## src/rtl/bu2x_pkg.sv

```systemverilog
`default_nettype none

package bu2x_pkg;

    localparam int MAX_COLS    = 1024;
    localparam int MAX_ROWS    = 1024;
    localparam int SAMPLE_BITS = 16;

    localparam int COL_BITS    = $clog2(MAX_COLS);
    localparam int ROW_BITS    = $clog2(MAX_ROWS);
    localparam int OUT_BITS    = SAMPLE_BITS + 2;
    localparam int COORD_BITS  = 11;
    localparam int CNT_BITS    = 11;
    localparam int ADDR_BITS   = 3;
    localparam int NUM_KINDS   = 4;

    // reset value of both count registers
    localparam logic [CNT_BITS-1:0] RESET_COUNT = 11'd1024;

    // register index, taken from paddr[2]
    localparam logic REG_ROW_COUNT = 1'b0;
    localparam logic REG_COL_COUNT = 1'b1;

    typedef logic signed [SAMPLE_BITS-1:0] t_sample;
    typedef logic signed [OUT_BITS-1:0]    t_value;
    typedef logic [COORD_BITS-1:0]         t_coord;

    // bit 0 set: odd column, bit 1 set: odd row
    typedef enum logic [1:0] {
        KIND_COPY   = 2'd0,
        KIND_LEFT   = 2'd1,
        KIND_ABOVE  = 2'd2,
        KIND_CORNER = 2'd3
    } t_kind;

    // one input's results, handed to the output sequencer
    typedef struct packed {
        logic [NUM_KINDS-1:0]               present;
        logic [NUM_KINDS-1:0][OUT_BITS-1:0] value;
        t_coord                             row_even;
        t_coord                             row_odd;
        t_coord                             col_even;
        t_coord                             col_odd;
        logic                               frame_end;
    } t_em_load;

    function automatic t_value sext(input t_sample s);
        return {{(OUT_BITS-SAMPLE_BITS){s[SAMPLE_BITS-1]}}, s};
    endfunction

endpackage

`default_nettype wire

```

## src/rtl/bu2x_emitter.sv

```systemverilog
`default_nettype none

module bu2x_emitter (
    input  wire logic                          i_clk,
    input  wire logic                          i_rst_n,
    input  wire logic                          i_load_valid,
    input  wire bu2x_pkg::t_em_load            i_load,
    output logic                               o_load_ready,
    output logic                               o_valid,
    input  wire logic                          i_ready,
    output logic [bu2x_pkg::OUT_BITS-1:0]      o_value,
    output logic [bu2x_pkg::COORD_BITS-1:0]    o_row,
    output logic [bu2x_pkg::COORD_BITS-1:0]    o_col,
    output logic                               o_last,
    output logic                               o_frame_done
);
    import bu2x_pkg::*;

    logic [NUM_KINDS-1:0]               r_pend;
    logic [NUM_KINDS-1:0][OUT_BITS-1:0] r_value;
    t_coord                             r_row_even;
    t_coord                             r_row_odd;
    t_coord                             r_col_even;
    t_coord                             r_col_odd;
    logic                               r_frame_end;

    t_kind w_sel;
    logic  w_load;

    // lowest pending kind goes out first
    always_comb begin
        if (r_pend[KIND_COPY]) begin
            w_sel = KIND_COPY;
        end else if (r_pend[KIND_LEFT]) begin
            w_sel = KIND_LEFT;
        end else if (r_pend[KIND_ABOVE]) begin
            w_sel = KIND_ABOVE;
        end else begin
            w_sel = KIND_CORNER;
        end
    end

    assign o_valid      = (r_pend != '0);
    assign o_last       = ((r_pend & (r_pend - NUM_KINDS'(1))) == '0);
    assign o_frame_done = o_last & r_frame_end;
    assign o_value      = r_value[w_sel];
    assign o_row        = w_sel[1] ? r_row_odd : r_row_even;
    assign o_col        = w_sel[0] ? r_col_odd : r_col_even;

    assign o_load_ready = !o_valid || (o_last && i_ready);
    assign w_load       = i_load_valid && o_load_ready;

    always_ff @(posedge i_clk) begin
        if (!i_rst_n) begin
            r_pend <= '0;
        end else if (w_load) begin
            r_pend <= i_load.present;
        end else if (o_valid && i_ready) begin
            r_pend <= r_pend & (r_pend - NUM_KINDS'(1));
        end
    end

    always_ff @(posedge i_clk) begin
        if (w_load) begin
            r_value     <= i_load.value;
            r_row_even  <= i_load.row_even;
            r_row_odd   <= i_load.row_odd;
            r_col_even  <= i_load.col_even;
            r_col_odd   <= i_load.col_odd;
            r_frame_end <= i_load.frame_end;
        end
    end

    a_copy_first: assert property (@(posedge i_clk) disable iff (!i_rst_n)
        w_load |=> r_pend[KIND_COPY])
        else $error("copied sample not queued first");

    a_corner_needs_both: assert property (@(posedge i_clk) disable iff (!i_rst_n)
        w_load |=> (r_pend[KIND_CORNER] == (r_pend[KIND_LEFT] && r_pend[KIND_ABOVE])))
        else $error("corner average queued without both midpoints");

    a_copy_even: assert property (@(posedge i_clk) disable iff (!i_rst_n)
        (o_valid && r_pend[KIND_COPY]) |-> (!o_row[0] && !o_col[0]))
        else $error("copied sample on odd coordinate");

endmodule

`default_nettype wire

```

## config.mk

```make
export PLATFORM = sky130hd
export DESIGN_NAME = bu2x_emitter
export DESIGN_NICKNAME = d
export VERILOG_FILES = /design/src/rtl/bu2x_pkg.sv /design/src/rtl/bu2x_emitter.sv
export SDC_FILE = /design/constraint.sdc
export NUM_CORES = 1
export LEC_CHECK = 0
export ABC_AREA = 1
export BUFFER_PORTS_ARGS = -buffer_cell sky130_fd_sc_hd__buf_2
export CAP_MARGIN = 30
export CORE_MARGIN = 2
export CORE_UTILIZATION = 35
export CTS_CLUSTER_SIZE = 30
export DETAILED_ROUTE_END_ITERATION = 12
export MAX_ROUTING_LAYER = met4
export RECOVER_POWER = 50
export SLEW_MARGIN = 5
export SYNTH_ARGS = -nofsm -noshare
export SYNTH_HDL_FRONTEND = slang
export SYNTH_SLANG_ARGS = --single-unit
```

## constraint.sdc

```tcl
create_clock -name i_clk -period 2.6 [get_ports i_clk]
set_input_delay 0.26 -clock i_clk [delete_from_list [all_inputs] [get_ports i_clk]]
set_output_delay 0.26 -clock i_clk [all_outputs]
set_load 0.1 [all_outputs]
```

## After elaboration in Yosys (flattened, before gate mapping)

Index checks and enable logic that the tools add are counted.

- Register bits: 121
- Input bits: 125
- Output and inout port bits: 44
- Word-level logic and storage cells: 31

- $add $sub $neg: 1
- Order comparisons: 1
- Muxes and demuxes: 9
- Bitwise logic cells: 2
- Reductions and logical operators: 8

Operator list:

| cell | count |
|---|---|
| 18-bit binary-select mux with 2-bit select | 1 |
| 11-bit two-way mux | 2 |
| 18-bit two-way mux | 1 |
| 4-bit two-way mux | 2 |
| 4-bit AND | 1 |
| 4-bit zero test | 1 |
| 2-bit two-way mux | 2 |
| 4-bit nonzero test | 1 |
| 4-bit by 1-bit subtractor with 4-bit output (second input constant) | 1 |
| 1-bit logical AND | 3 |
| 2-bit by 3-bit < comparator with 1-bit output (second input constant) | 1 |
| 2-bit nonzero test | 1 |
| 1-bit AND | 1 |
| 1-bit zero test | 1 |
| 1-bit logical OR | 1 |
| 1-bit two-way mux | 1 |

## Logic depth before layout (Yosys ltp)

Gate-level depths: netlist of the first run.

- Word-level depth: 7
- Mapped depth: 10
- Depth with buffers taken out: 9

## Least setup slack after synthesis of the first run

Ideal clock, no wire load.

- Kind: register -> register
- Start: reg r_pend[0]
- End: reg r_col_even[0], enable pin
- Setup time: 0.420 ns
- Arrival time: 2.803 ns
- Required time: 2.180 ns
- Path slack: -0.623 ns
- Stages on the path, launching flop included: 7
- Buffers on the path: 0
- Period minus slack after synthesis: 3.223 ns
- Cell sequence: dfxtp_1 nor2_4 nand2_1 or2_4 nand2_2 nand2_2 inv_2

- Elaborated cells between the ends (all ways): 8
- Classes of those cells: add/sub (1); bitwise (1); reduce/logical (6)

RTL lines:

| item | line | text |
|---|---|---|
| start, declared | bu2x_emitter.sv:19 | `logic [NUM_KINDS-1:0] r_pend;` |
| start signal, assigned | bu2x_emitter.sv:57 | `r_pend <= i_load.present;` |
| start signal, assigned | bu2x_emitter.sv:59 | `r_pend <= r_pend & (r_pend - NUM_KINDS'(1));` |
| 4-bit nonzero test | bu2x_emitter.sv:43 | `assign o_valid = (r_pend != '0);` |
| via o_valid | bu2x_emitter.sv:9 | `output logic o_valid,` |
| 1-bit zero test | bu2x_emitter.sv:50 | `assign o_load_ready = !o_valid \|\| (o_last && i_ready);` |
| 1-bit logical OR | bu2x_emitter.sv:50 |  |
| via o_load_ready | bu2x_emitter.sv:8 | `output logic o_load_ready,` |
| 1-bit logical AND | bu2x_emitter.sv:51 | `assign w_load = i_load_valid && o_load_ready;` |
| via w_load | bu2x_emitter.sv:28 | `logic w_load;` |
| end signal, assigned | bu2x_emitter.sv:68 | `r_col_even <= i_load.col_even;` |
| end, declared | bu2x_emitter.sv:23 | `t_coord r_col_even;` |

The timed path passes the listed nets, and every way through them passes these cells.
A chain may end at the register's enable or synchronous reset.

## Final worst setup path of the first run

- Start: reg r_pend[0]
- End: out o_value[7] (netlist name)

- Word-level cells in the longest chain between the ends: 3

Ends and longest elaborated chain:

| item | line | text |
|---|---|---|
| 2-bit two-way mux | bu2x_emitter.sv:32 | `if (r_pend[KIND_COPY]) begin` |
| 18-bit binary-select mux with 2-bit select | bu2x_emitter.sv:46 | `assign o_value = r_value[w_sel];` |
| 18-bit two-way mux (implied by the code) | bu2x_emitter.sv:46 |  |
| end, declared | bu2x_emitter.sv:11 | `output logic [bu2x_pkg::OUT_BITS-1:0] o_value,` |

No other way between the ends. The select of a mux whose other input is x is not followed.

==> results of run 1 <==
-- sequential cells by signal, indices dropped and copies added (netlist names) --
signal / flops
r_row_even: 11
r_col_even: 11
r_value: 72
r_row_odd: 11
r_frame_end: 1
r_pend: 4
r_col_odd: 11
-- through the flow --
| stage | cells | setup TNS, ps | setup WS, ps | cell area (µm²) |
|---|---|---|---|---|
| finish | 743 | 0 | 186.1 | 6736 |
| floorplan | 336 | 0 | 57.93 | 4651 |
| CTS | 736 | 0 | 63.49 | 6655 |
| global placement | 674 | 0 | 593.8 | 5778 |
| detailed placement | 674 | 0 | 515.5 | 5778 |
| global route | 743 | -0.03819 | -0.03819 | 6736 |
-- layout make-up --
cell class,instances,area share (%)
well taps,172,3.195
inverters,13,0.7987
clock buffers,17,6.315
flip-flops and latches,121,53.34
multi-input cells,187,13.95
clock inverters,15,2.247
repair buffers,218,20.15
-- worst max-delay path, cell delays in order (launching register included) --
cell and delay, ps:
sky130_fd_sc_hd__dfxtp_1 440, sky130_fd_sc_hd__nor2_4 110, sky130_fd_sc_hd__buf_6 190, sky130_fd_sc_hd__inv_1 80, sky130_fd_sc_hd__buf_4 220, sky130_fd_sc_hd__o21ai_0 140
sky130_fd_sc_hd__o22ai_2 110, sky130_fd_sc_hd__buf_2 440
-- kinds of logic after synthesis --
group / synth area share [%]
flops: 79.27
simple gates: 10.82
compound gates: 7.425
buf+inv: 2.484
-- placed cells by master, fill, tap and decap left out, drive strengths merged, types with 5 or more instances in the layout --
cell / synthesis / final
clkinv: 0 / 7
nor2: 42 / 42
inv: 13 / 15
o21ai: 39 / 39
clkbuf: 7 / 26
nand2: 79 / 79
dlygate4sd3: 0 / 37
buf: 8 / 172
o22ai: 18 / 18
edfxtp: 117 / 117
a21oi: 5 / 5
-- layer usage --
metal / vias to the layer above / GRT usage (%) / part of all wire (%)
met5: - / - / 0
met1: 1561 / 20.71 / 45
li1: 1644 / - / -
met2: 134 / 25.36 / 47
met4: 0 / 6.250 / 1.7
met3: 18 / 6.298 / 6.3
-- worst min-delay path by stage --
stage                                          to  startpoint  cells past startpoint
after CTS                   r_value[20]$_DFFE_PP_  i_load[65]                      1
after global placement     r_col_odd[2]$_DFFE_PP_   i_load[3]                      1
after global routing        r_value[45]$_DFFE_PP_  i_load[90]                      1
after detailed placement    r_value[26]$_DFFE_PP_  i_load[71]                      1
after floorplan           r_col_even[0]$_DFFE_PP_  i_load[12]                      0
final                     r_row_even[9]$_DFFE_PP_  i_load[43]                      1
-- timing repair --
action / CTS / global route
hold endpoints to repair: 30 / 7
hold buffers: 30 / 7
setup endpoints to repair: 0 / 14
gates resized for setup: 0 / 6
==> impl_metrics.ini, run 1 <==
[placed_design]
dp_hpwl_mm = 7.300
total_of_buffers_placed_on_input_and_output_ports = 168
gp_congestion = 0.7796

[critical_path]
crit_required_ps = 2340
worstSetupEndpoint = o_value[7]
timing.critical_path.from = r_pend[0]$_SDFFE_PN0P_
critical_path.reg2reg.startpoint = r_pend[0]$_SDFFE_PN0P_
critical_path_class = register to output pin
crit_path_start_kind = register
r2r_setup_slack_ps = 520
critPathMaxFanout = 23
worstReg2RegEnd = r_col_odd[7]$_DFFE_PP_
reg2reg_depth = 7
critPathCaptureType = output pin
cp_data_arrival_time_ps = 2150

[routing]
antenna_left = 0
via_per_inst = 4.518
drt_pre_antenna_iters = 5
wl_mm = 10.97
remaining_drc_errors = 0
detailroute.via_count = 3357
drt_iter0_markers = 236
wl_per_cell_um = 14.76

[synthesis]
post_synth_edffs = 117
synth-async-reset-ratio_pct = 0
synthesis.area_per_instance_um2 = 13.49
yosys_register_bits = 121
synth_cell_types = 17
yosys_warnings = 0
synthMostInstantiatedCell = sky130_fd_sc_hd__edfxtp_1
synth.cells.most_frequent = sky130_fd_sc_hd__edfxtp_1 (117), sky130_fd_sc_hd__nand2_1 (77), sky130_fd_sc_hd__nor2_1 (41)
register_area_share_after_synthesis_pct = 79.27
synth.largest_area_cell = sky130_fd_sc_hd__edfxtp_1
syn_inst = 336
synthesis.nets = 461
yosys.area.top_type_share_pct = 77.50
post_synth_instance_area_um2 = 4533
area_contributors_post_synth = sky130_fd_sc_hd__edfxtp_1 (78%), sky130_fd_sc_hd__nand2_1 (6.4%), sky130_fd_sc_hd__o21ai_0 (4.2%), sky130_fd_sc_hd__nor2_1 (3.4%), sky130_fd_sc_hd__o22ai_1 (2.5%)
most_frequently_used_flop_master_after_synthesis = sky130_fd_sc_hd__edfxtp_1

[finish]
final_layout_size_suffix_gt1_share_pct = 40.63
seq_area_um2 = 3593
final_nets = 683
syn_to_final_growth_pct = 48.61
final.fill_count = 1097
finalCoreUtilization_pct = 53.38
antenna_cells_inserted = 0
multiInputGateArea_um2 = 939.7

[global_route]
first_pass_grt_wire_length_mm = 17.11
grtUsageTotal_pct = 16.81
pin_count_of_the_biggest_net_entering_global_routing = 39
grt.overflow.total = 0
grt_antenna_before_repair = 0
first_global_vias = 3455

[sta]
clock-skew-final_ps = 10.29
hold_viol = 0
slew_headroom_pct = 54.81
min_clock_period_post_route_ps = 2414
hold-worst-slack_ps = 18.84
transition_at_the_pin_with_the_smallest_max_transition_slack_ps = 677.1
count_of_final_max_slew_check_failures = 0
setup-violations-final = 0
period_share_pct = 92.84
achievable-frequency_mhz = 414.3

[clock_network]
insertion_delay_ps = 420
numCtsBuffers = 17
clock_tree_from_tritoncts = done
cts.path.max_buffers = 2
cts_root_buffer = sky130_fd_sc_hd__clkbuf_16
clock_sink_count = 121
ctsHtreeMaxLevel = 4
clock_pin_slew_on_the_worst_setup_and_hold_paths_ps = 60
post-cts-setup-buffer-count = 0

[floorplan]
dieWidth_um = 117.8
core_region_area_um2 = 12620
start_util_pct = 35.92
io_pins = 169
design.die.area_um2 = 13880
placement_rows = 41
die_h_um = 117.8

[min_path]
worst_hold_path_type = input port to register

[status]
status = finished clean

[job]
timing.max_cap.violations = 0
Power of run 1 is not shown: default switching activity piles up to over one toggle a cycle in this logic, so the estimate is an artifact.
==> run 2, diff against run 1 <==
Settings changed: CAP_MARGIN 30 to 20, REMOVE_ABC_BUFFERS set to 1.
==> run 2 against run 1 <==
Critical path depth did not move. Clock skew fell by 2.2 ps. Via count fell by 4.8%. Critical endpoint is now o_value[9]. Clock-buffer cell count rose by 13. Flip-flop and latch count did not move. Die area did not move. Non-clock buffer count fell by 34.
==> impl_metrics.ini, run 2 (same netlist as run 1, synthesis figures left out) <==
[routing]
wl_per_cell_um = 14.95
wl_mm = 10.60
remaining_drc_errors = 0
antenna_left = 0
detailroute.via_count = 3195
drt_iter0_markers = 137
drt_pre_antenna_iters = 4
via_per_inst = 4.506

[critical_path]
critPathCaptureType = output pin
crit_required_ps = 2340
critPathMaxFanout = 18
crit_path_start_kind = register
cp_data_arrival_time_ps = 2150
critical_path_class = register to output pin

[placed_design]
dp_hpwl_mm = 7.486
gp_congestion = 0.7945
total_of_buffers_placed_on_input_and_output_ports = 168

[clock_network]
clock_sink_count = 121
clock_tree_from_tritoncts = done
cts_root_buffer = sky130_fd_sc_hd__clkbuf_16
post-cts-setup-buffer-count = 0
insertion_delay_ps = 410
cts.path.max_buffers = 2
ctsHtreeMaxLevel = 4
numCtsBuffers = 17
clock_pin_slew_on_the_worst_setup_and_hold_paths_ps = 50

[sta]
hold_viol = 0
slew_headroom_pct = 50.48
achievable-frequency_mhz = 414.6
clock-skew-final_ps = 8.061
setup_tns_ps = 0
count_of_final_max_slew_check_failures = 0
transition_at_the_pin_with_the_smallest_max_transition_slack_ps = 741.7
rsz_0062_raised_after_global_routing = false
setup-violations-final = 0
period_share_pct = 92.77
min_clock_period_post_route_ps = 2412

[finish]
antenna_cells_inserted = 0
syn_to_final_growth_pct = 38.12
top_register = r_value
layout_common_cells = sky130_fd_sc_hd__buf_2 (164), sky130_fd_sc_hd__edfxtp_1 (117), sky130_fd_sc_hd__nand2_1 (79), sky130_fd_sc_hd__nor2_1 (41), sky130_fd_sc_hd__o21ai_0 (38)
final_nets = 649
final.fill_count = 1154
finalCoreUtilization_pct = 49.61
final_layout_size_suffix_gt1_share_pct = 39.29
layout.cells.most_common = sky130_fd_sc_hd__buf_2
largest_register_ffs = 72

[floorplan]
placement_rows = 41
design.die.area_um2 = 13880
die_h_um = 117.8
io_pins = 169
start_util_pct = 35.92
core_region_area_um2 = 12620
dieWidth_um = 117.8

[global_route]
first_pass_grt_wire_length_mm = 16.64
grt_antenna_before_repair = 0
pin_count_of_the_biggest_net_entering_global_routing = 30
grtUsageTotal_pct = 16.46
first_global_vias = 3268
grt.overflow.total = 0

[job]
timing.max_cap.violations = 0

[status]
status = finished clean

[min_path]
worst_hold_path_type = input port to register
## run 2: final cells by class
class | count | area [µm²] | area share (%)
inverter | 13 | 48.80 | 0.7794
sequential | 121 | 3593 | 57.39
multi-input combinational | 187 | 822.0 | 13.13
timing repair buffer | 184 | 1032 | 16.49
clock inverter | 2 | 35.03 | 0.5596
clock buffer | 30 | 514.2 | 8.213
tap | 172 | 215.2 | 3.437
## run 2: stage by stage
| step | hold WS [ps] | cells | setup slack, ps | area, µm² |
|---|---|---|---|---|
| finish | 25.34 | 709 | 188.1 | 6261 |
| global route | 0.07841 | 709 | 9.721 | 6261 |
| CTS | 0.8318 | 708 | 130.9 | 6252 |
| detailed placement | 438.1 | 676 | 511.5 | 5703 |
| global placement | 436.1 | 676 | 580.1 | 5703 |
| floorplan | 358.9 | 321 | -904.2 | 4469 |
## run 2: path summary, 6_finish.rpt
check                                       startpoint                     end  slack [ps]  cells after the start
worst max register to register  r_pend[0]$_SDFFE_PN0P_   r_value[65]$_DFFE_PP_         270                      7
worst max-delay path            r_pend[0]$_SDFFE_PN0P_              o_value[9]         190                      7
worst min register to register  r_pend[3]$_SDFFE_PN0P_  r_pend[3]$_SDFFE_PN0P_         490                      2
worst min-delay path                        i_load[27]  r_row_odd[4]$_DFFE_PP_          30                      1
## run 2: repair_timing
item,in CTS,in global routing
endpoints found under the hold margin,0,1
setup endpoints to repair,0,3
hold buffers,0,1
gates resized for setup,0,3
## run 2: routing by layer
| metal | global-route usage [%] | up-vias | wire, µm |
|---|---|---|---|
| met5 | - | - | 0 |
| met4 | 6.852 | 0 | 163 |
| met3 | 6.444 | 12 | 769 |
| met2 | 25.44 | 131 | 5114 |
| met1 | 19.26 | 1475 | 4556 |
| li1 | - | 1577 | - |
## run 2: worst max-delay path, cell delays in order (launching register included)
cell and delay, ps:
sky130_fd_sc_hd__dfxtp_1 430, sky130_fd_sc_hd__nor2_4 110, sky130_fd_sc_hd__buf_4 180, sky130_fd_sc_hd__inv_1 70
sky130_fd_sc_hd__buf_4 230, sky130_fd_sc_hd__o21ai_0 120, sky130_fd_sc_hd__o22ai_1 150, sky130_fd_sc_hd__buf_2 460
Power of run 2 is left out for the same reason.
